[src/rtl/core/ksa_pkg.sv]
// Package for the k-mer signal accumulator: widths, codes, item and result types.
// Used by every module under rtl/core; depends on nothing.
package ksa_pkg;

  // Window and table geometry
  localparam int KmerLen    = 10;
  localparam int IdxW       = 2 * KmerLen;
  localparam int TableDepth = 1 << IdxW;
  localparam int RunW       = $clog2(KmerLen + 1);

  // Field widths
  localparam int SigW = 16;
  localparam int SumW = 40;
  localparam int CntW = 17;

  localparam logic [CntW-1:0] MaxCountReset = 17'd100000;

  // Item mode codes
  localparam logic ModeAccum  = 1'b0;
  localparam logic ModeLookup = 1'b1;

  // ASCII base characters
  localparam logic [7:0] CharUpA = 8'h41;
  localparam logic [7:0] CharUpC = 8'h43;
  localparam logic [7:0] CharUpG = 8'h47;
  localparam logic [7:0] CharUpT = 8'h54;
  localparam logic [7:0] CharLoA = 8'h61;
  localparam logic [7:0] CharLoC = 8'h63;
  localparam logic [7:0] CharLoG = 8'h67;
  localparam logic [7:0] CharLoT = 8'h74;

  // Base codes; complement is code xor 1
  typedef enum logic [1:0] {
    BASE_A = 2'd0,
    BASE_T = 2'd1,
    BASE_C = 2'd2,
    BASE_G = 2'd3
  } base_e;

  typedef struct packed {
    logic  valid;
    base_e code;
  } base_dec_t;

  // Classified item handed from front to back
  typedef struct packed {
    logic            ready;
    logic            mode;
    logic            fwd_present;
    logic [SigW-1:0] fwd_signal;
    logic            rev_present;
    logic [SigW-1:0] rev_signal;
    logic [IdxW-1:0] fwd_index;
    logic [IdxW-1:0] rev_index;
  } ksa_item_t;

  // One table entry
  typedef struct packed {
    logic [SumW-1:0] sum;
    logic [CntW-1:0] count;
  } ksa_entry_t;

  // Table port request
  typedef struct packed {
    logic            we;
    logic [IdxW-1:0] waddr;
    ksa_entry_t      wdata;
    logic [IdxW-1:0] raddr;
  } ksa_mem_req_t;

  // Result item
  typedef struct packed {
    logic            kmer_ready;
    logic [IdxW-1:0] fwd_index;
    logic [IdxW-1:0] rev_index;
    logic            fwd_saturated;
    logic            rev_saturated;
    ksa_entry_t      fwd;
    ksa_entry_t      rev;
  } ksa_result_t;

  // Back-end sequencer states
  typedef enum logic [1:0] {
    BK_CLEAR,
    BK_FWD,
    BK_REV
  } bk_state_e;

  // Decode one ASCII byte into a base code
  function automatic base_dec_t decode_base(logic [7:0] c);
    base_dec_t d;
    d.valid = 1'b1;
    d.code  = BASE_A;
    unique case (c) inside
      CharUpA, CharLoA: d.code = BASE_A;
      CharUpT, CharLoT: d.code = BASE_T;
      CharUpC, CharLoC: d.code = BASE_C;
      CharUpG, CharLoG: d.code = BASE_G;
      default:          d.valid = 1'b0;
    endcase
    return d;
  endfunction

endpackage

[src/rtl/core/ksa_back.sv]
// Back end: clear the table after reset, run the forward then reverse
// read-modify-write of each item and buffer results. Depends on ksa_pkg.
module ksa_back import ksa_pkg::*; (
  input  logic            clk_i,
  input  logic            rst_ni,
  input  logic            cfg_we_i,
  input  logic [CntW-1:0] cfg_wdata_i,
  input  logic            q_valid_i,
  input  ksa_item_t       q_item_i,
  output logic            q_pop_o,
  output logic            clear_busy_o,
  output ksa_mem_req_t    mem_req_o,
  input  ksa_entry_t      mem_rdata_i,
  output logic            out_valid_o,
  input  logic            out_ready_i,
  output ksa_result_t     result_o
);

  bk_state_e       state_q, state_d;
  logic [IdxW-1:0] clr_addr_q;
  logic [CntW-1:0] max_count_q;
  ksa_item_t       item_q;
  logic            s1_valid_q, s1_rev_q;
  logic            issue_f, issue_r;
  logic [1:0]      resv_q;
  logic            out_pop;

  logic            present;
  logic [SigW-1:0] sig;
  logic            upd_en, upd_sat, upd_we;
  ksa_entry_t      new_entry, upd_val;
  ksa_entry_t      fwd_hold_q;
  logic            fsat_hold_q;
  logic            r_done;
  ksa_result_t     res;

  ksa_result_t     ofifo_q [2];
  logic            ow_q, or_q;
  logic [1:0]      ocnt_q;

  assign out_pop = out_valid_o && out_ready_i;

  // Next state
  always_comb begin
    state_d = state_q;
    unique case (state_q)
      BK_CLEAR: if (clr_addr_q == '1) state_d = BK_FWD;
      BK_FWD:   if (issue_f) state_d = BK_REV;
      BK_REV:   state_d = BK_FWD;
      default:  state_d = BK_CLEAR;
    endcase
  end

  // State outputs
  always_comb begin
    clear_busy_o = 1'b0;
    issue_f      = 1'b0;
    issue_r      = 1'b0;
    unique case (state_q)
      BK_CLEAR: clear_busy_o = 1'b1;
      BK_FWD:   issue_f = q_valid_i && ((resv_q < 2'd2) || out_pop);
      BK_REV:   issue_r = 1'b1;
      default:  clear_busy_o = 1'b1;
    endcase
  end

  assign q_pop_o = issue_f;

  always_ff @(posedge clk_i or negedge rst_ni) begin
    if (!rst_ni) begin
      state_q     <= BK_CLEAR;
      clr_addr_q  <= '0;
      max_count_q <= MaxCountReset;
      s1_valid_q  <= 1'b0;
      s1_rev_q    <= 1'b0;
      resv_q      <= '0;
    end else begin
      state_q <= state_d;
      if (state_q == BK_CLEAR) begin
        clr_addr_q <= clr_addr_q + IdxW'(1);
      end
      if (cfg_we_i) begin
        max_count_q <= cfg_wdata_i;
      end
      s1_valid_q <= issue_f || issue_r;
      s1_rev_q   <= issue_r;
      resv_q     <= resv_q + 2'(issue_f) - 2'(out_pop);
    end
  end

  // Hold the item in service
  always_ff @(posedge clk_i) begin
    if (issue_f) begin
      item_q <= q_item_i;
    end
  end

  // Update the entry returned by the table
  always_comb begin
    present         = s1_rev_q ? item_q.rev_present : item_q.fwd_present;
    sig             = s1_rev_q ? item_q.rev_signal : item_q.fwd_signal;
    upd_en          = s1_valid_q && item_q.ready && (item_q.mode == ModeAccum) && present;
    upd_sat         = upd_en && (mem_rdata_i.count >= max_count_q);
    upd_we          = upd_en && !upd_sat;
    new_entry.sum   = mem_rdata_i.sum + SumW'(sig);
    new_entry.count = mem_rdata_i.count + CntW'(1);
    upd_val         = upd_we ? new_entry : mem_rdata_i;
  end

  // Drive the table port
  always_comb begin
    mem_req_o.we    = clear_busy_o || upd_we;
    mem_req_o.waddr = clear_busy_o ? clr_addr_q
                    : (s1_rev_q ? item_q.rev_index : item_q.fwd_index);
    mem_req_o.wdata = clear_busy_o ? '0 : new_entry;
    mem_req_o.raddr = issue_r ? item_q.rev_index : q_item_i.fwd_index;
  end

  // Keep the forward outcome until the reverse one arrives
  always_ff @(posedge clk_i) begin
    if (s1_valid_q && !s1_rev_q) begin
      fwd_hold_q  <= upd_val;
      fsat_hold_q <= upd_sat;
    end
  end

  // Assemble the result; a palindrome reports the entry after both updates
  assign r_done = s1_valid_q && s1_rev_q;
  always_comb begin
    res = '0;
    if (item_q.ready) begin
      res.kmer_ready    = 1'b1;
      res.fwd_index     = item_q.fwd_index;
      res.rev_index     = item_q.rev_index;
      res.fwd_saturated = fsat_hold_q;
      res.rev_saturated = upd_sat;
      res.fwd           = (item_q.fwd_index == item_q.rev_index) ? upd_val : fwd_hold_q;
      res.rev           = upd_val;
    end
  end

  // Result buffer storage
  always_ff @(posedge clk_i) begin
    if (r_done) begin
      ofifo_q[ow_q] <= res;
    end
  end

  // Result buffer pointers
  always_ff @(posedge clk_i or negedge rst_ni) begin
    if (!rst_ni) begin
      ow_q   <= 1'b0;
      or_q   <= 1'b0;
      ocnt_q <= '0;
    end else begin
      if (r_done) begin
        ow_q <= !ow_q;
      end
      if (out_pop) begin
        or_q <= !or_q;
      end
      ocnt_q <= ocnt_q + 2'(r_done) - 2'(out_pop);
    end
  end

  assign out_valid_o = (ocnt_q != 2'd0);
  assign result_o    = ofifo_q[or_q];

`ifndef ASSERT_OFF
  a_no_buffer_overflow: assert property (@(posedge clk_i) disable iff (!rst_ni)
    r_done |-> ((ocnt_q != 2'd2) || out_pop))
    else $error("result buffer overflow");

  a_no_update_while_clearing: assert property (@(posedge clk_i) disable iff (!rst_ni)
    (state_q == BK_CLEAR) |-> !upd_we)
    else $error("table update during clearing pass");

  a_rev_follows_fwd: assert property (@(posedge clk_i) disable iff (!rst_ni)
    r_done |-> $past(s1_valid_q && !s1_rev_q))
    else $error("reverse update without preceding forward update");

  a_credit_bound: assert property (@(posedge clk_i) disable iff (!rst_ni)
    resv_q <= 2'd2)
    else $error("result credit count out of range");
`endif

endmodule

[config.mk]
export PLATFORM = sky130hd
export DESIGN_NAME = ksa_back
export DESIGN_NICKNAME = d
export VERILOG_FILES = /design/src/rtl/core/ksa_pkg.sv /design/src/rtl/core/ksa_back.sv
export SDC_FILE = /design/constraint.sdc
export NUM_CORES = 1
export LEC_CHECK = 0
export BUFFER_PORTS_ARGS = -buffer_cell sky130_fd_sc_hd__buf_2
export CORE_UTILIZATION = 45
export CTS_CLUSTER_SIZE = 12
export DETAILED_ROUTE_END_ITERATION = 10
export PLACE_DENSITY = 0.67
export SYNTH_ARGS = -nofsm -noshare
export SYNTH_HDL_FRONTEND = slang
export SYNTH_SLANG_ARGS = --single-unit
[constraint.sdc]
create_clock -name clk_i -period 12.1 [get_ports clk_i]
set_clock_uncertainty 0.1 [all_clocks]
set_input_delay 0.605 -clock clk_i [delete_from_list [all_inputs] [get_ports clk_i]]
set_output_delay 0.605 -clock clk_i [all_outputs]
set_load 0.005 [all_outputs]
Word-level counts from Yosys, hierarchy flattened

Memory sizes are Yosys's and may differ from the RTL's.
Index checks and enable logic that the tools add are counted.

Bits in registers: 181
Latch bits: 0
RAM bits: 314
ROM bits: 0
Output and inout port bits: 258
Logic and storage cells: 74
Memories kept: 1

Add/sub/neg operators: 7
Multiply operators: 0
Div/mod/pow operators: 0
$lt $le $gt $ge: 2
Equal/unequal tests: 6
Shifts and indexed selects: 0
Mux-type cells: 17
Bitwise operators: 1
Reduce and logical (&&, ||, !) cells: 20

Memories:

| name    | depth | width | read ports | clocked after Yosys merged registers in | write ports | RTL line       | text |
|---|---|---|---|---|---|---|---|
| ofifo_q | 2     | 157   | 1          | 0                                       | 1           | ksa_back.sv:37 | `ksa_result_t ofifo_q [2];` |

Operator list:

| cell                                              | count |
|---|---|
| two-way mux 57 bit                                | 3 |
| two-way mux 157 bit                               | 1 |
| two-way mux 20 bit                                | 3 |
| adder 40 x 16 -> 40 bit                           | 1 |
| adder 20 x 1 -> 20 bit, second input constant     | 1 |
| == test 20 bit                                    | 1 |
| == test 20 bit, second input constant             | 1 |
| adder 17 x 1 -> 17 bit, second input constant     | 1 |
| >= comparator 17 bit                              | 1 |
| two-way mux 16 bit                                | 1 |
| logical AND 1 bit                                 | 9 |
| two-way mux 1 bit                                 | 6 |
| case mux 2 bit (3 select lines)                   | 1 |
| adder 2 x 1 -> 2 bit                              | 2 |
| zero test 1 bit                                   | 4 |
| two-way mux 2 bit                                 | 2 |
| != test 2 bit, second input constant              | 2 |
| subtractor 2 x 1 -> 2 bit                         | 2 |
| logical OR 1 bit                                  | 3 |
| == test 2 x 1 -> 1 bit, second input constant     | 1 |
| == test 2 bit, second input constant              | 1 |
| zero test 2 bit                                   | 1 |
| less-than comparator 2 bit, second input constant | 1 |
| AND reduction 2 bit                               | 1 |
| 3 further kinds                                   | 3 |

Longest topological paths before layout

Depth in word-level cells: 9
Mapped depth: 15
Gate-level depth less buffers: 11

Worst setup path before layout

No wires, ideal clock.

Kind: flip-flop to flip-flop
Start: register s1_rev_q
End: memory ofifo_q[0][0] (netlist name) (enable)
Library setup time: 0.677 ns
Arrival time: 7.891 ns
Data required time: 11.323 ns
Setup slack: 3.433 ns
Cell stages (with the launch flop): 6
Cells stage by stage: dfrtp_1 > buf_2 > clkbuf_1 > buf_1 > nand2_1 > nor2_1

Longest elaborated chain between the ends: 3

Ends and longest elaborated chain:

| item                                    | RTL line        | text |
|---|---|---|
| from (decl)                             | ksa_back.sv:23  | `logic s1_valid_q, s1_rev_q;` |
| from (signal assigned)                  | ksa_back.sv:86  | `s1_rev_q <= issue_r;` |
| logical AND 1 bit                       | ksa_back.sv:128 | `assign r_done = s1_valid_q && s1_rev_q;` |
| two-way mux 1 bit                       | ksa_back.sv:144 | `if (r_done) begin` |
| two-way mux 1 bit (not written as such) | ksa_back.sv:145 | `ofifo_q[ow_q] <= res;` |
| to (decl)                               | ksa_back.sv:37  |  |

No other way between the ends.

==> metrics.md <==
| Metric | Value |
|---|---|
| Clk_lat worst skew | 610 ps |
| Placer congestion estimate | ~0.84 |
| Mapped Nets | 1915 |
| Reg clk slew, reported paths | 60 ps |
| Worst hold margin | 30.6 ps |
| Register area | 0.0146 sq mm |
| Main synth FF type | edfxtp_1 |
| Number of antenna violations at the first check in global routing | 14 |
| Area Growth Syn to Fin | 19.3% |
| Fillers | 4215 |
| Max transition margin | 0.204 |
| Layout cells sized above 1 | 0.347 |
| Type of the worst min-delay path | input port to asynchronous set/reset pin |
| RR Endpoint | ofifo_q[1][97] |
| Via Count | 15300 |
| Clk buf depth | 3 |
| Synth warn | 0 |
| WL final | 63100 um |
| Hold buffers post-CTS | 0 |
| Total Routing Usage GR | 0.238 |
| # nets final | 2321 |
| Crit-path max cell delay | about 700 ps |
| Maxcap violations | 0 |
| Worst path buffer plus inverter count | 3 |
| Placed Cells | about 2700 |
| PortBufs | 412 |
| Type of the worst setup path | register to output pin |
| R2R setup slack | 7700 ps |
| Max Freq | 189 MHz |
| Setup Fix Bufs, Post-CTS | 0 |
| Final Hold Viols | 0 |
| Syn Area/Cell | 13.4 sq um |
| Total power | about 5.7 mW |
| CP arrival | 4570 ps |
| Largest net degree at the start of global routing | around 110 |
| Max IR drop VDD | 157 uV |
| Sink Count | 495 |
| Mapped Area | 0.0230 sq mm |
| DRC | 0 |
| Number of global-route vias before repair | 15400 |
| CTS tree | yes |
| Post-Layout Cell Count | 2847 |
| Worst-path maximum fanout | 40 |
| Status | finished, final reports clean |
| Critical Path Stages | 12 |
| Site Rows | 82 |
| P per Cell Area | 207 mW/mm^2 |
| Final setup violation count | 0 |
| TritonCTS Buffers | 53 |
| Die Width | 228 um |
| First-pass GRT wire length | roughly 93000 um |
| Synthesized flop and latch total | approximately 500 |
| Slowest-stage cell, CP | a21bo_1 |
| Avg WL per Cell | 22.2 um |
| CP Capture Type | output pin |
| Reg2reg path depth | 11 |
| Post-synth cell types | 70 |
| CP delay by family, top | compound AO/OA/AOI/OAI gates |
| Seq/Total Area, Yosys | 0.635 |
| Critical R2R Launch | s1_rev_q |
| Share of the synthesized area in the top cell type | 0.584 |
| Via-to-Cell Ratio | 5.37 |
| Chip Height | 228 um |
| Post-Synthesis Cells | 1716 |
| CTS resizes | 0 |
| First-pass DRT Iterations | 5 |
| DPL Wire Length | 43000 um |
| Area occupied by multi-input gates | 0.00776 sq mm |
| Setup repair after global routing missed its margin | no |
| Root Buffer Master | clkbuf_16 |
| EDFF count, synth | between 400 and 500 |
| Top cells by area, synth | edfxtp_1 58%, mux2_2 9.5%, dfrtp_1 4.5%, xnor2_1 2.5%, ha_1 2.3% |
| Total grt overflow | 0 |
| Setup TNS | 0 ps |
| # H-tree levels | 2 |
| Setup crit end | mem_req_o[72] |
| Iteration-0 DRC Markers | 1116 |
| Crit. Startpoint | s1_rev_q |
| I/O pin total | 413 |
| Pleak | 10.5 nW |
| Final period utilization | 0.436 |
| Worst slew pin tran | ~1200 ps |
| Slew Limit Fails | 0 |
| Yosys top cell by area | edfxtp_1 |
| Core area | 0.0504 sq mm |
| Final min period | around 5300 ps |
| CP startpoint kind | register |
| Initial Util | 0.457 |
| Die area | 0.0521 sq mm |
| Cell chain of the critical path | buf_4, mux2i_1, inv_1, ha_1, a21oi_1, o221ai_2, a2111oi_4, a21bo_1, nor3_1, xnor2_1, nor2_1, buf_2 |
| ANT nets after route | 0 |
| Fraction of registers with async set/reset | 0.0949 |
| WP data required | 11390 ps |
-- per-stage QoR --
step                instance area (sq um)  setup WS, ps  utilization
finish                              27500          6820        0.546
global route                        27500          6430        0.546
CTS                                 27500          6720        0.545
detailed placement                  25800          7430        0.512
floorplan                           23000          3430            -
global placement                    25800          7490        0.512
-- placed cells by master (no fill, tap or decap), types with 19 or more instances in the layout --
cell | Yosys | layout
nand2_1 | 81 | 81
mux2_2 | 195 | 195
buf_4 | 5 | 19
nand3_1 | 30 | 30
inv_1 | 87 | 86
a21oi_1 | 101 | 101
nor2_1 | 135 | 134
mux2i_1 | 31 | 31
dfrtp_1 | 41 | 39
ha_1 | 43 | 42
xnor2_1 | 67 | 67
and2_1 | 69 | 68
edfxtp_1 | 448 | 448
clkbuf_1 | 55 | 19
buf_2 | 7 | 412
xor2_1 | 58 | 58
o21ai_0 | 88 | 88
clkbuf_16 | 0 | 55
-- routing by layer --
metal | wire length [um] | vias up | track usage
met5 | 99 | - | 0
met4 | 1510 | 14 | 0.0698
met3 | 4510 | 99 | 0.0624
met2 | 29700 | 542 | 0.384
met1 | 27300 | 7572 | 0.314
li1 | - | 7067 | -
-- cell usage after synthesis, types with 5 or more instances --
library cell  instances
a31oi_1               5
edfxtp_1            448
xnor2_1              67
ha_1                 43
and4_1                8
nand4_1              17
nor2b_1               7
and2_1               69
or2_2                 8
mux2_2              195
inv_1                87
nand2_1              81
buf_4                 5
nor3_2                6
o21ba_2               5
dfrtp_1              41
nor3_1               12
and3_1               12
nor2_1              135
a211oi_1              5
or3_1                 8
nor4_1                5
a21oi_1             101
dfstp_2               6
mux2i_1              31
o211ai_1              6
clkbuf_1             55
xor2_1               58
o21a_1                5
o21ai_0              88
buf_1                10
nand3_1              30
buf_2                 7
-- kinds of logic after synthesis --
logic type	count (synthesis)	synth area share
xor+xnor	126	0.0482
mux	226	0.109
simple gates	405	0.0879
flops	495	0.635
fa+ha+maj	44	0.0242
buf+inv	169	0.0297
compound gates	251	0.0659
-- flip-flops by register name, indices dropped and copies added, names as in the netlist, 2 cells and up --
name         cells
ofifo_q        314
item_q          76
fwd_hold_q      57
clr_addr_q      20
max_count_q     17
ocnt_q           2
resv_q           2
state_q          2
-- power breakdown --
part | total (mW) | switching, mW | internal [mW]
logic | 1.87 | 1.09 | 0.778
registers | 2.24 | 0.111 | 2.13
clock network | 1.58 | 0.670 | 0.911
total | 5.69 | 1.87 | 3.82
-- how the worst min path moves through the flow --
stage                           start  slack, ps              to  cells past startpoint
after floorplan                rst_ni        210   clr_addr_q[0]                      0
after global placement      ocnt_q[1]        360       ocnt_q[1]                      1
after detailed placement    ocnt_q[1]        360       ocnt_q[1]                      1
after CTS                      rst_ni         20  clr_addr_q[14]                      2
after global routing      q_item_i[4]         30       item_q[4]                      1
final                          rst_ni         30       ocnt_q[1]                      2
-- cell type report --
| cell class | count | share of cell area |
|---|---|---|
| clock inverter | 20 | 0.00646 |
| multi-input combinational | 1052 | 0.282 |
| sequential | 495 | 0.533 |
| antenna | 9 | 0.000819 |
| clock buffer | 79 | 0.0552 |
| inverter | 89 | 0.0122 |
| tap | 672 | 0.0306 |
| timing repair buffer | 431 | 0.0802 |
Note: power is estimated with default switching activity, not from simulation.
