<file path="src/rtl/core/ksa_pkg.sv">
// Package for the k-mer signal accumulator: widths, codes, item and result types.
// Used by every module under rtl/core; depends on nothing.
package ksa_pkg;

  // Window and table geometry
  localparam int KmerLen    = 10;
  localparam int IdxW       = 2 * KmerLen;
  localparam int TableDepth = 1 << IdxW;
  localparam int RunW       = $clog2(KmerLen + 1);

  // Field widths
  localparam int SigW = 16;
  localparam int SumW = 40;
  localparam int CntW = 17;

  localparam logic [CntW-1:0] MaxCountReset = 17'd100000;

  // Item mode codes
  localparam logic ModeAccum  = 1'b0;
  localparam logic ModeLookup = 1'b1;

  // ASCII base characters
  localparam logic [7:0] CharUpA = 8'h41;
  localparam logic [7:0] CharUpC = 8'h43;
  localparam logic [7:0] CharUpG = 8'h47;
  localparam logic [7:0] CharUpT = 8'h54;
  localparam logic [7:0] CharLoA = 8'h61;
  localparam logic [7:0] CharLoC = 8'h63;
  localparam logic [7:0] CharLoG = 8'h67;
  localparam logic [7:0] CharLoT = 8'h74;

  // Base codes; complement is code xor 1
  typedef enum logic [1:0] {
    BASE_A = 2'd0,
    BASE_T = 2'd1,
    BASE_C = 2'd2,
    BASE_G = 2'd3
  } base_e;

  typedef struct packed {
    logic  valid;
    base_e code;
  } base_dec_t;

  // Classified item handed from front to back
  typedef struct packed {
    logic            ready;
    logic            mode;
    logic            fwd_present;
    logic [SigW-1:0] fwd_signal;
    logic            rev_present;
    logic [SigW-1:0] rev_signal;
    logic [IdxW-1:0] fwd_index;
    logic [IdxW-1:0] rev_index;
  } ksa_item_t;

  // One table entry
  typedef struct packed {
    logic [SumW-1:0] sum;
    logic [CntW-1:0] count;
  } ksa_entry_t;

  // Table port request
  typedef struct packed {
    logic            we;
    logic [IdxW-1:0] waddr;
    ksa_entry_t      wdata;
    logic [IdxW-1:0] raddr;
  } ksa_mem_req_t;

  // Result item
  typedef struct packed {
    logic            kmer_ready;
    logic [IdxW-1:0] fwd_index;
    logic [IdxW-1:0] rev_index;
    logic            fwd_saturated;
    logic            rev_saturated;
    ksa_entry_t      fwd;
    ksa_entry_t      rev;
  } ksa_result_t;

  // Back-end sequencer states
  typedef enum logic [1:0] {
    BK_CLEAR,
    BK_FWD,
    BK_REV
  } bk_state_e;

  // Decode one ASCII byte into a base code
  function automatic base_dec_t decode_base(logic [7:0] c);
    base_dec_t d;
    d.valid = 1'b1;
    d.code  = BASE_A;
    unique case (c) inside
      CharUpA, CharLoA: d.code = BASE_A;
      CharUpT, CharLoT: d.code = BASE_T;
      CharUpC, CharLoC: d.code = BASE_C;
      CharUpG, CharLoG: d.code = BASE_G;
      default:          d.valid = 1'b0;
    endcase
    return d;
  endfunction

endpackage

</file>
<file path="src/rtl/core/ksa_front.sv">
// Front end: decode bases, roll the forward and reverse-complement windows,
// classify each item and hold it in a two-entry queue. Depends on ksa_pkg.
module ksa_front import ksa_pkg::*; (
  input  logic            clk_i,
  input  logic            rst_ni,
  input  logic            in_valid_i,
  output logic            in_ready_o,
  input  logic            mode_i,
  input  logic [7:0]      base_char_i,
  input  logic            fwd_present_i,
  input  logic [SigW-1:0] fwd_signal_i,
  input  logic            rev_present_i,
  input  logic [SigW-1:0] rev_signal_i,
  input  logic            clear_busy_i,
  output logic            q_valid_o,
  output ksa_item_t       q_item_o,
  input  logic            q_pop_i
);

  logic [IdxW-1:0] fwd_win_q, fwd_win_d;
  logic [IdxW-1:0] rev_win_q, rev_win_d;
  logic [RunW-1:0] run_q, run_d;
  base_dec_t       dec;
  ksa_item_t       item;
  logic            accept;

  ksa_item_t       q_mem_q [2];
  logic            q_wptr_q, q_rptr_q;
  logic [1:0]      q_cnt_q;

  assign in_ready_o = !clear_busy_i && (q_cnt_q != 2'd2);
  assign accept     = in_valid_i && in_ready_o;
  assign dec        = decode_base(base_char_i);

  // Roll the windows and the run counter
  always_comb begin
    fwd_win_d = fwd_win_q;
    rev_win_d = rev_win_q;
    run_d     = run_q;
    if (!dec.valid) begin
      run_d = '0;
    end else begin
      fwd_win_d = {fwd_win_q[IdxW-3:0], dec.code};
      rev_win_d = {dec.code ^ 2'b01, rev_win_q[IdxW-1:2]};
      if (run_q < RunW'(KmerLen)) begin
        run_d = run_q + RunW'(1);
      end
    end
  end

  // Classify the item
  always_comb begin
    item.ready       = dec.valid && (run_q >= RunW'(KmerLen - 1));
    item.mode        = mode_i;
    item.fwd_present = fwd_present_i;
    item.fwd_signal  = fwd_signal_i;
    item.rev_present = rev_present_i;
    item.rev_signal  = rev_signal_i;
    item.fwd_index   = fwd_win_d;
    item.rev_index   = rev_win_d;
  end

  always_ff @(posedge clk_i or negedge rst_ni) begin
    if (!rst_ni) begin
      fwd_win_q <= '0;
      rev_win_q <= '0;
      run_q     <= '0;
    end else if (accept) begin
      fwd_win_q <= fwd_win_d;
      rev_win_q <= rev_win_d;
      run_q     <= run_d;
    end
  end

  // Queue storage
  always_ff @(posedge clk_i) begin
    if (accept) begin
      q_mem_q[q_wptr_q] <= item;
    end
  end

  // Queue pointers
  always_ff @(posedge clk_i or negedge rst_ni) begin
    if (!rst_ni) begin
      q_wptr_q <= 1'b0;
      q_rptr_q <= 1'b0;
      q_cnt_q  <= '0;
    end else begin
      if (accept) begin
        q_wptr_q <= !q_wptr_q;
      end
      if (q_pop_i) begin
        q_rptr_q <= !q_rptr_q;
      end
      q_cnt_q <= q_cnt_q + 2'(accept) - 2'(q_pop_i);
    end
  end

  assign q_valid_o = (q_cnt_q != 2'd0);
  assign q_item_o  = q_mem_q[q_rptr_q];

endmodule

</file>
<file path="config.mk">
export PLATFORM = sky130hd
export DESIGN_NAME = ksa_front
export DESIGN_NICKNAME = d
export VERILOG_FILES = /design/src/rtl/core/ksa_pkg.sv /design/src/rtl/core/ksa_front.sv
export SDC_FILE = /design/constraint.sdc
export NUM_CORES = 1
export LEC_CHECK = 0
export ABC_AREA = 1
export ABC_CLOCK_PERIOD_IN_PS = 13200
export BUFFER_PORTS_ARGS = -buffer_cell sky130_fd_sc_hd__buf_2
export CAP_MARGIN = 10
export CORE_ASPECT_RATIO = 1.2
export CORE_UTILIZATION = 55
export CTS_BUF_LIST = sky130_fd_sc_hd__clkbuf_2 sky130_fd_sc_hd__clkbuf_4 sky130_fd_sc_hd__clkbuf_8
export DETAILED_ROUTE_END_ITERATION = 6
export PLACE_DENSITY = 0.77
export SLEW_MARGIN = 10
export SYNTH_ARGS = -nofsm -noshare
export SYNTH_HDL_FRONTEND = slang
export SYNTH_SLANG_ARGS = --single-unit
</file>
<file path="constraint.sdc">
create_clock -name clk_i -period 13.2 [get_ports clk_i]
set_input_delay 3.3 -clock clk_i [delete_from_list [all_inputs] [get_ports clk_i]]
set_output_delay 3.3 -clock clk_i [all_outputs]
set_load 0.005 [all_outputs]
</file>
* Word-level counts from Yosys, hierarchy flattened *
Memory sizes are Yosys's and may differ from the RTL's.
Index checks and enable logic that the tools add are counted.

cells by class
  add/subtract/negate cells = 3
  $lt $le $gt $ge = 2
  equality and inequality tests = 10
  mux-type cells = 8
  bitwise gates (word level) = 1
  reduce and logical (&&, ||, !) cells = 12

operators by type and width
  operator             count
  $eq 8x7->1 const B   8
  $mux 20              2
  $mux 4               2
  $reduce_or 8->1      1
  $pmux 2 s3           1
  $reduce_or 2->1      3
  $add 4x1->4 const B  1
  $ge 4x4->1 const B   1
  $lt 4x4->1 const B   1
  $logic_and 1x1->1    3
  $logic_not 1->1      3
  $mux 1               3
  $add 2x1->2          1
  $ne 2x1->1 const B   1
  $ne 2x2->1 const B   1
  $reduce_and 2->1     1
  $reduce_bool 2->1    1
  $sub 2x1->2          1
  $not 1->1            1

word-level totals
  register bits after elaboration = 48
  RAM bits = 152
  output and inout port bits = 78
  logic and storage cells = 43
  memories = 1

memories
  memory   words  width  rd ports  clocked after memory_dff  write ports  line             text
  q_mem_q  2      76     1         0                         1            ksa_front.sv:27  ksa_item_t q_mem_q [2];

* Depth between registers and ports, before layout *
Gate-level depths: netlist of run 1.

  depth after elaboration = 5
  gate-level depth with buffers = 10
  gate-level depth less buffers = 9

* Worst setup path after synthesis of run 1 *
Ideal clock, no wire load.

  path kind = input to register
  start point = input clear_busy_i
  end point = memory q_mem_q[0][0] (netlist name) (enable)
  arrival time = 6.958 ns
  slack = 5.731 ns
  cell stages on the path = 4
  path buffers = 1
  path through = inv_1 > nand3_2 > clkbuf_1 > nor2_1

on the way
  word-level cells in the longest chain between the ends = 5

RTL lines
  item                          line             text
  start: declaration            ksa_front.sv:14  input logic clear_busy_i,
  $logic_not 1->1               ksa_front.sv:31  assign in_ready_o = !clear_busy_i && (q_cnt_q != 2'd2);
  $logic_and 1x1->1             ksa_front.sv:31
  $logic_and 1x1->1             ksa_front.sv:32  assign accept = in_valid_i && in_ready_o;
  $mux 1                        ksa_front.sv:77  if (accept) begin
  $mux 1 (not written as such)  ksa_front.sv:78  q_mem_q[q_wptr_q] <= item;
  end: declaration              ksa_front.sv:27

Every way passes these cells.

* Worst setup path after layout of run 1 *
  start point = input clear_busy_i
  end point = output in_ready_o

on the way
  word-level cells in the longest chain between the ends = 2

RTL lines
  item               line             text
  $logic_not 1->1    ksa_front.sv:31
  $logic_and 1x1->1  ksa_front.sv:31
  end: declaration   ksa_front.sv:7   output logic in_ready_o,

Every way passes these cells.

==> impl_metrics.ini, run 1 <==
[detailed_routing]
wl_mm = 15.21
wire_per_inst_um = 15.48
route.detailed.drc = 0
viasPerCell = 5.261
drt-pass1-iter-count = 5
ant_nets = 0
drtIter0Drc = 405
num_vias = 5172

[logic_synthesis]
synth_enable_flop_cells = 152
ys_warn_count = 0
yosysTopAreaCell = edfxtp_1
yosys_register_bits = 200
ys_top_cells_by_area = edfxtp_1 (54%), dfrtp_1 (14%), mux2_2 (10%)
async_reset_ff_frac = 0.2400
synth_area_um2 = 8432
ys_top_cells_by_count = edfxtp_1 (152), nand2_1 (139), mux2_2 (76)
yosysMostFrequentCell = edfxtp_1
ys_types = 26
ys_seq_area_frac = 0.6838
syn_nets = 704
netlist.area_leader.share = 0.5413
syn_inst = 651
avgSynthCellArea_um2 = 12.95
synthFlopType = edfxtp_1

[sta]
max_slew_margin = 0.2663
max_clock_freq_ghz = 0.1438
tns_ns = 0
period_share = 0.5270
hold_viol = 0
fin_skew_ns = 0.01167
slew_violations = 0
layout_min_cycle_time_ns = 6.956
setup-violations-final = 0
worst_slew_pin_slew_ns = 1.101
rsz0062_at_grt = no

[floorplanning]
die_w_um = 115.0
ios = 126
dieArea_um2 = 15830
start_util = 0.5637
coreArea_um2 = 14960
rows = 49
die_y_um = 137.6

[worst_setup_path]
crit_family = buffers and inverters
crit_slowest_cell = buf_2
crit_type = input pin to output pin
startpoint_type = input pin
crit_fanout = 2
crit_arrival_ns = 3.66
worst-path-buf-inv = 4
required_ns = 9.90
critPathMaxStageDelay_ns = 0.10
reg2reg_slack_ns = 10.39
path_cells = buf_2 -> inv_1 -> nand2_1 -> inv_1 -> buf_2
timing.rr.start = q_cnt_q[1]
reg2regPathDepth = 5
rr_endpoint = q_mem_q[0][15]
worstSetupEndpointType = output pin

[global_routing]
grt_use_total = 0.1979
grt_pass1_wl_mm = 23.85
antenna_found_initial = 0
grt_pass1_vias = 5134
grt_overflow = 0
grt_max_degree = 78

[clocking]
cts-root-buf = clkbuf_8
numCtsBuffers = 17
cts_resized = 0
tritoncts = yes
cts.clk_slew.worst_paths_ns = 0.08
cts_sinks = 200
clk_path_buf_depth = 2
htree_levels = 4
clock_latency_ns = 0.45
ctsHoldBuffers = 0
cts_setup_buffers = 0

[power]
switching_power_uw = 547.6
share_seq_of_total_power = 0.509
combPwrFrac = 0.279
power_density_nw_per_um2 = 195.0
swShare = 0.2928
power.leakage_nw = 4.048
vdd_drop_max_uv = 175.5
pwr-share-clk = 0.212
p_total_mw = 1.870
power.internal_mw = 1.323

[placed_design]
dp_hpwl_mm = 9.344
dpl_cell_area_um2 = 9179
gp_congestion = 0.7522
port_buffers = 124

[worst_hold_path]
hp-class = flip-flop to flip-flop
holdPathEnd = fwd_win_q[19]
min_from = fwd_win_q[19]
whs_path_depth = 2

[finish]
area_growth_pct = 13.74
fillCellCount = 1155
diodes = 0
finalNetCount = 819
design_area_um2 = 9590
drive_gt1_frac = 0.3158
register_area_um2 = 5769
multiInputGateArea_um2 = 2286
fin_util = 0.6411

[status]
status = complete, no violations

[job]
maxCapViolCount = 0
-- cell type report --
cell class                      count  share of cell area
Tap cell                          204             0.02661
Clock inverter                      9             0.01318
Clock buffer                       23             0.02975
Timing Repair Buffer              129             0.06862
Multi-Input combinational cell    362              0.2384
Inverter                           56             0.02192
Sequential cell                   200              0.6016
-- registers in the layout (all words and copies together), names as in the netlist --
register	flops
run_q	4
fwd_win_q	20
q_rptr_q	1
rev_win_q	20
q_wptr_q	1
q_cnt_q	2
q_mem_q	152
-- cell families after synthesis --
group | count (synthesis) | share of synthesized area
adders and majority gates | 5 | 0.007419
xor gates and xnor gates | 4 | 0.004156
buffers and inverters | 89 | 0.04689
DFF | 200 | 0.6838
AOI/OAI and AO/OA | 7 | 0.004452
and+or+nand+nor | 270 | 0.1518
muxes | 76 | 0.1015
-- metal layers --
metal  routed length (µm)  GRT usage  share of wire
met1                 6135     0.2274           0.40
met5                    0          0              0
met3                  803    0.04575          0.053
met4                  222    0.07143          0.015
met2                 8050     0.3594           0.53
-- how the worst max path moves through the flow --
stage | startpoint | end | cells past startpoint
6_report | clear_busy_i | in_ready_o | 5
3_3_place_gp | clear_busy_i | in_ready_o | 5
5_1_grt | clear_busy_i | in_ready_o | 5
2_1_floorplan | clear_busy_i | q_mem_q[0][0] | 4
3_5_place_dp | clear_busy_i | in_ready_o | 5
4_1_cts | clear_busy_i | in_ready_o | 5
-- worst register-to-register path, cell delays in order (launching register included) --
cell and delay (ns):
dfrtp_1 0.42, nand2_1 0.11, nand3_2 0.06, buf_4 0.29, nor2_4 0.90, buf_4 0.66
-- through the flow --
stage | hold WS [ns] | worst slack [ns] | cells
floorplan | 0.4490 | 5.731 | 651
global placement | 0.4614 | 6.240 | 951
detailed placement | 0.4653 | 6.247 | 951
CTS | 0.4877 | 6.244 | 983
global route | 0.5083 | 6.218 | 983
finish | 0.4856 | 6.244 | 983
-- power groups by stage --
stage / clock network [mW] / registers (mW) / logic (mW)
final: 0.397 / 0.951 / 0.522
after global placement: 0 / 0.957 / 0.503
after global routing: 0.426 / 0.970 / 0.581
after floorplan: 0 / 0.910 / 0.403
after CTS: 0.405 / 0.954 / 0.530
after detailed placement: 0 / 0.967 / 0.526
-- layout by cell type (no fill, tap or decap), types with 3 or more instances in the layout --
cell and n:
inv_1 55, nand2_1 139, nor2_1 6, dfrtp_1 47, buf_4 5, nand4_1 39, clkbuf_8 18, ha_1 5
nand3_1 39, edfxtp_1 152, and2_1 37, clkbuf_4 5, o21ai_0 4, mux2_2 76, bufinv_16 3, buf_2 124
clkinv_2 3
Note: power is estimated with default switching activity, not from simulation.
==> inputs of run 2 (changes only) <==
--- a/config.mk
+++ b/config.mk
@@ -6,7 +6,7 @@
 export NUM_CORES = 1
 export LEC_CHECK = 0
 export ABC_AREA = 1
-export ABC_CLOCK_PERIOD_IN_PS = 13200
+export ABC_CLOCK_PERIOD_IN_PS = 7130
 export BUFFER_PORTS_ARGS = -buffer_cell sky130_fd_sc_hd__buf_2
 export CAP_MARGIN = 10
 export CORE_ASPECT_RATIO = 1.2
==> constraint.sdc (replaced) <==
create_clock -name clk_i -period 7.13 [get_ports clk_i]
set_input_delay 1.7825 -clock clk_i [delete_from_list [all_inputs] [get_ports clk_i]]
set_output_delay 1.7825 -clock clk_i [all_outputs]
set_load 0.005 [all_outputs]
==> run 2 against run 1 <==
Effect of this change: global-route usage rose by 0.095 points; wire length up 0.49%; clock power up 80%; clock skew down 0.0018 ns; register-to-register slack got worse by 6.0 ns; hold slack better by 0.00096 ns; sequential power grew 85%; design area hardly changed; first-iteration DRC count up 18%.
==> impl_metrics.ini, run 2 (synthesis results as in run 1) <==
[detailed_routing]
drt-pass1-iter-count = 5
wl_mm = 15.29
ant_nets = 0
wire_per_inst_um = 15.53
drtIter0Drc = 478
route.detailed.drc = 0
viasPerCell = 5.357
num_vias = 5271

[clocking]
cts_setup_buffers = 0
numCtsBuffers = 17
clk_path_buf_depth = 2
cts.clk_slew.worst_paths_ns = 0.10
ctsHoldBuffers = 0
clock_latency_ns = 0.45
cts-root-buf = clkbuf_8
htree_levels = 4
tritoncts = yes
cts_resized = 0
cts_sinks = 200

[finish]
area_growth_pct = 13.70
design_area_um2 = 9587
final_cell_mix = edfxtp_1 (152), nand2_1 (139), buf_2 (124)
register_area_um2 = 5769
multiInputGateArea_um2 = 2286
fin_util = 0.6409
fillCellCount = 1202
drive_gt1_frac = 0.3167
diodes = 0
largestRegisters = q_mem_q: 152 flops, fwd_win_q: 20 flops, rev_win_q: 20 flops
largest_reg_flops = 152
finalNetCount = 820
stdcell_count = 984
final_common_cell = edfxtp_1
top_register = q_mem_q

[worst_setup_path]
crit_type = flip-flop to output pin
crit_fanout = 77
cp-startpoint = q_rptr_q
worstSetupEndpointType = output pin
timing.rr.start = q_cnt_q[1]
crit_slowest_cell = dfrtp_4
reg2reg_slack_ns = 4.41
path_cells = mux2_2 -> buf_2
critPathMaxStageDelay_ns = 1.12
required_ns = 5.35
crit_arrival_ns = 2.19
startpoint_type = flip-flop

[sta]
max_clock_freq_ghz = 0.2515
fin_ws_ns = 3.153
hold_viol = 0
slew_violations = 0
fin_skew_ns = 0.009922
worst_slew_pin_slew_ns = 1.042
tns_ns = 0
period_share = 0.5577
layout_min_cycle_time_ns = 3.977
max_slew_margin = 0.3055
setup-violations-final = 0
rsz0062_at_grt = no
holdWs_ns = 0.4866

[floorplanning]
rows = 49
start_util = 0.5637
dieArea_um2 = 15830
coreArea_um2 = 14960
die_y_um = 137.6
ios = 126
die_w_um = 115.0

[placed_design]
dp_cells = 952
dpl_cell_area_um2 = 9186
gp_congestion = 0.7423
preCtsSetupSlack_ns = 2.881
dp_hpwl_mm = 9.230
port_buffers = 124

[global_routing]
grt_use_total = 0.1989
grt_pass1_vias = 5251
grt_pass1_wl_mm = 23.97
grt_max_degree = 78
antenna_found_initial = 0
grt_overflow = 0

[job]
maxCapViolCount = 0

[power]
power_density_nw_per_um2 = 359.4
p_total_mw = 3.446
power.leakage_nw = 4.030
vdd_drop_max_uv = 253.1

[status]
status = complete, no violations

[worst_hold_path]
hp-class = flip-flop to flip-flop
min_from = fwd_win_q[10]
-- run 2: cell count changes in the layout (fill, tap and decap cells not counted) --
| cell | before | now |
|---|---|---|
| clkbuf_4 | 5 | 0 |
| bufinv_16 | 3 | 2 |
| buf_4 | 5 | 6 |
| clkinv_2 | 3 | 1 |
| inv_6 | 1 | 3 |
| clkinv_4 | 1 | 3 |
| clkbuf_8 | 18 | 17 |
| inv_8 | 0 | 2 |
| clkinvlp_4 | 0 | 3 |
-- run 2: where the power goes --
| part | switching [mW] | leakage (nW) | internal, mW |
|---|---|---|---|
| sequential | 0.178 | 2.04 | 1.58 |
| clock | 0.394 | 0.194 | 0.319 |
| combinational | 0.480 | 1.79 | 0.490 |
-- run 2: final cells by class --
type	instances	share of cell area
Clock buffer	17	0.02441
Inverter	56	0.02193
Timing Repair Buffer	130	0.06943
Sequential cell	200	0.6018
Tap cell	204	0.02662
Multi-Input combinational cell	362	0.2384
Clock inverter	15	0.01736
-- run 2: path summary, 6_finish.rpt --
kind	to	depth (start not counted)
setup reg to reg	q_mem_q[0][6]	5
hold reg to reg	fwd_win_q[10]	2
hold / removal	fwd_win_q[10]	2
setup / recovery	q_item_o[34]	2
min in group asynchronous	rev_win_q[12]	2
max in group asynchronous	q_rptr_q	2
-- run 2: critical path, delay by kind of cell (launching register included) --
family	cells	cell delay, ns
buf+inv	1	0.14
flops	1	1.12
mux	1	0.42
-- run 2: metal layers --
metal | share of wire | vias up | wire (µm) | GRT usage
met5 | 0 | - | 0 | 0
met4 | 0.018 | 0 | 276 | 0.08874
met3 | 0.059 | 21 | 896 | 0.04179
met2 | 0.54 | 190 | 8214 | 0.3645
met1 | 0.39 | 2571 | 5899 | 0.2213
li1 | - | 2489 | - | -
==> inputs of run 3 (changes only) <==
--- a/config.mk
+++ b/config.mk
@@ -6,14 +6,14 @@
 export NUM_CORES = 1
 export LEC_CHECK = 0
 export ABC_AREA = 1
-export ABC_CLOCK_PERIOD_IN_PS = 7130
+export ABC_CLOCK_PERIOD_IN_PS = 3550
 export BUFFER_PORTS_ARGS = -buffer_cell sky130_fd_sc_hd__buf_2
 export CAP_MARGIN = 10
 export CORE_ASPECT_RATIO = 1.2
-export CORE_UTILIZATION = 55
+export CORE_UTILIZATION = 53
 export CTS_BUF_LIST = sky130_fd_sc_hd__clkbuf_2 sky130_fd_sc_hd__clkbuf_4 sky130_fd_sc_hd__clkbuf_8
 export DETAILED_ROUTE_END_ITERATION = 6
-export PLACE_DENSITY = 0.77
+export PLACE_DENSITY = 0.78
 export SLEW_MARGIN = 10
 export SYNTH_ARGS = -nofsm -noshare
 export SYNTH_HDL_FRONTEND = slang
==> constraint.sdc (replaced) <==
create_clock -name clk_i -period 3.55 [get_ports clk_i]
set_input_delay 0.8875 -clock clk_i [delete_from_list [all_inputs] [get_ports clk_i]]
set_output_delay 0.8875 -clock clk_i [all_outputs]
set_load 0.005 [all_outputs]
==> run 3 against run 2 <==
Effect of this change: power grew 110%; sequential power grew 98%; non-clock buffer count grew 8; critical path depth grew 1; design area grew 1.7%; via count grew 0.85%; clock-buffer cell count grew 4; worst setup slack lost 2.6 ns; wire length grew 2.3%; register-to-register slack lost 3.2 ns; sequential cell count is the same; die area grew 3.7%; largest power group unchanged.
==> impl_metrics.ini, run 3 (synthesis results as in run 1) <==
[global_routing]
grt_use_total = 0.2016
grt-busiest-layer = met2
grt_use_met2 = 0.3467
grt_use_met1 = 0.2498
met3_usage = 0.04068
antenna_found_initial = 0
grt_overflow = 0
grt_pass1_wl_mm = 25.34
grt_max_degree = 43
grt_pass1_vias = 5366

[power]
power.internal_mw = 5.008
share_seq_of_total_power = 0.490
power_density_nw_per_um2 = 728.4
power.leakage_nw = 4.109
swShare = 0.2949
vdd_drop_max_uv = 528.8
pwr-share-clk = 0.217
combPwrFrac = 0.293
switching_power_mw = 2.094
p_total_mw = 7.102

[detailed_routing]
route.detailed.drc = 0
drt-pass1-iter-count = 5
wl_mm = 15.64
viasPerCell = 5.337
num_vias = 5316
ant_nets = 0
wire_per_inst_um = 15.70
drtIter0Drc = 456

[finish]
design_area_um2 = 9751
largest_reg_flops = 152
diodes = 0
final_cell_mix = edfxtp_1 (152), nand2_1 (139), buf_2 (124)
final_common_cell = edfxtp_1
top_register = q_mem_q
finalNetCount = 828
drive_gt1_frac = 0.3236
area_growth_pct = 15.64
largestRegisters = q_mem_q: 152 flops, fwd_win_q: 20 flops, rev_win_q: 20 flops

[worst_setup_path]
crit_arrival_ns = 2.14
crit_type = flip-flop to output pin
worstSetupEndpointType = output pin
reg2reg_slack_ns = 1.21
crit_fanout = 42
required_ns = 2.66
startpoint_type = flip-flop

[sta]
max_clock_freq_ghz = 0.3299
rsz0062_at_grt = no
fin_ws_ns = 0.5190
fin_skew_ns = 0.01206
holdWs_ns = 0.4258
worst_slew_pin_slew_ns = 0.6758
hold_viol = 0
slew_violations = 0
max_slew_margin = 0.5467
period_share = 0.8538
layout_min_cycle_time_ns = 3.031
setup-violations-final = 0

[floorplanning]
dieArea_um2 = 16420
die_y_um = 140.2
die_w_um = 117.1
coreArea_um2 = 15580
start_util = 0.5413
rows = 50
ios = 126

[clocking]
cts_setup_buffers = 0
cts_sinks = 200
ctsHoldBuffers = 0
htree_levels = 4
clock_latency_ns = 0.45
cts_resized = 0
cts.clk_slew.worst_paths_ns = 0.10
tritoncts = yes
cts-root-buf = clkbuf_8
numCtsBuffers = 17
clk_path_buf_depth = 2

[placed_design]
port_buffers = 124
dpl_cell_area_um2 = 9314
gp_congestion = 0.8094
dp_hpwl_mm = 10.39
preCtsSetupSlack_ns = 0.7088

[status]
status = complete, no violations

[job]
maxCapViolCount = 0

[worst_hold_path]
hp-class = input pin to asynchronous set/reset pin
[run 3: per-stage QoR]
step                utilization  cells  TNS, ns
floorplan                     -    651   -36.70
global placement         0.5979    964        0
detailed placement       0.5979    964        0
CTS                      0.6259    996        0
global route             0.6259    996        0
finish                   0.6259    996        0
[run 3: layer usage]
metal / wire, µm / part of all wire / vias to the layer above
met4: 267 / 0.017 / 0
met1: 6369 / 0.41 / 2580
met5: 0 / 0 / -
met3: 910 / 0.058 / 28
met2: 8089 / 0.52 / 209
li1: - / - / 2499
[run 3: worst paths after layout]
path,from,to,cells past startpoint
setup / recovery,q_rptr_q,q_item_o[15],3
hold / removal,rst_ni,run_q[1],1
setup reg to reg,q_cnt_q[0],rev_win_q[10],7
hold reg to reg,rev_win_q[5],rev_win_q[5],2
max in group asynchronous,rst_ni,rev_win_q[3],2
min in group clk_i,rev_win_q[5],rev_win_q[5],2
[run 3: power by group through the flow]
| stage | clock network, mW | logic (mW) | registers [mW] |
|---|---|---|---|
| 2_1_floorplan | 0 | 1.50 | 3.37 |
| 3_3_place_gp | 0 | 2.01 | 3.49 |
| 3_5_place_dp | 0 | 2.10 | 3.53 |
| 4_1_cts | 1.57 | 2.11 | 3.48 |
| 5_1_grt | 1.65 | 2.33 | 3.54 |
| 6_report | 1.54 | 2.08 | 3.48 |
[run 3: worst max-delay path, cell delays in order (launching register included)]
cell and delay, ns:
dfrtp_4 0.86, buf_12 0.30, mux2_2 0.38, buf_2 0.13
[run 3: layout make-up]
cell class                      instances  area, µm²
Clock buffer                           21      264.0
Sequential cell                       200       5769
Clock inverter                         11      172.7
Timing Repair Buffer                  138      788.3
Inverter                               56      210.2
Multi-Input combinational cell        362       2286
Fill cell                            1188       5827
Tap cell                              208      260.3
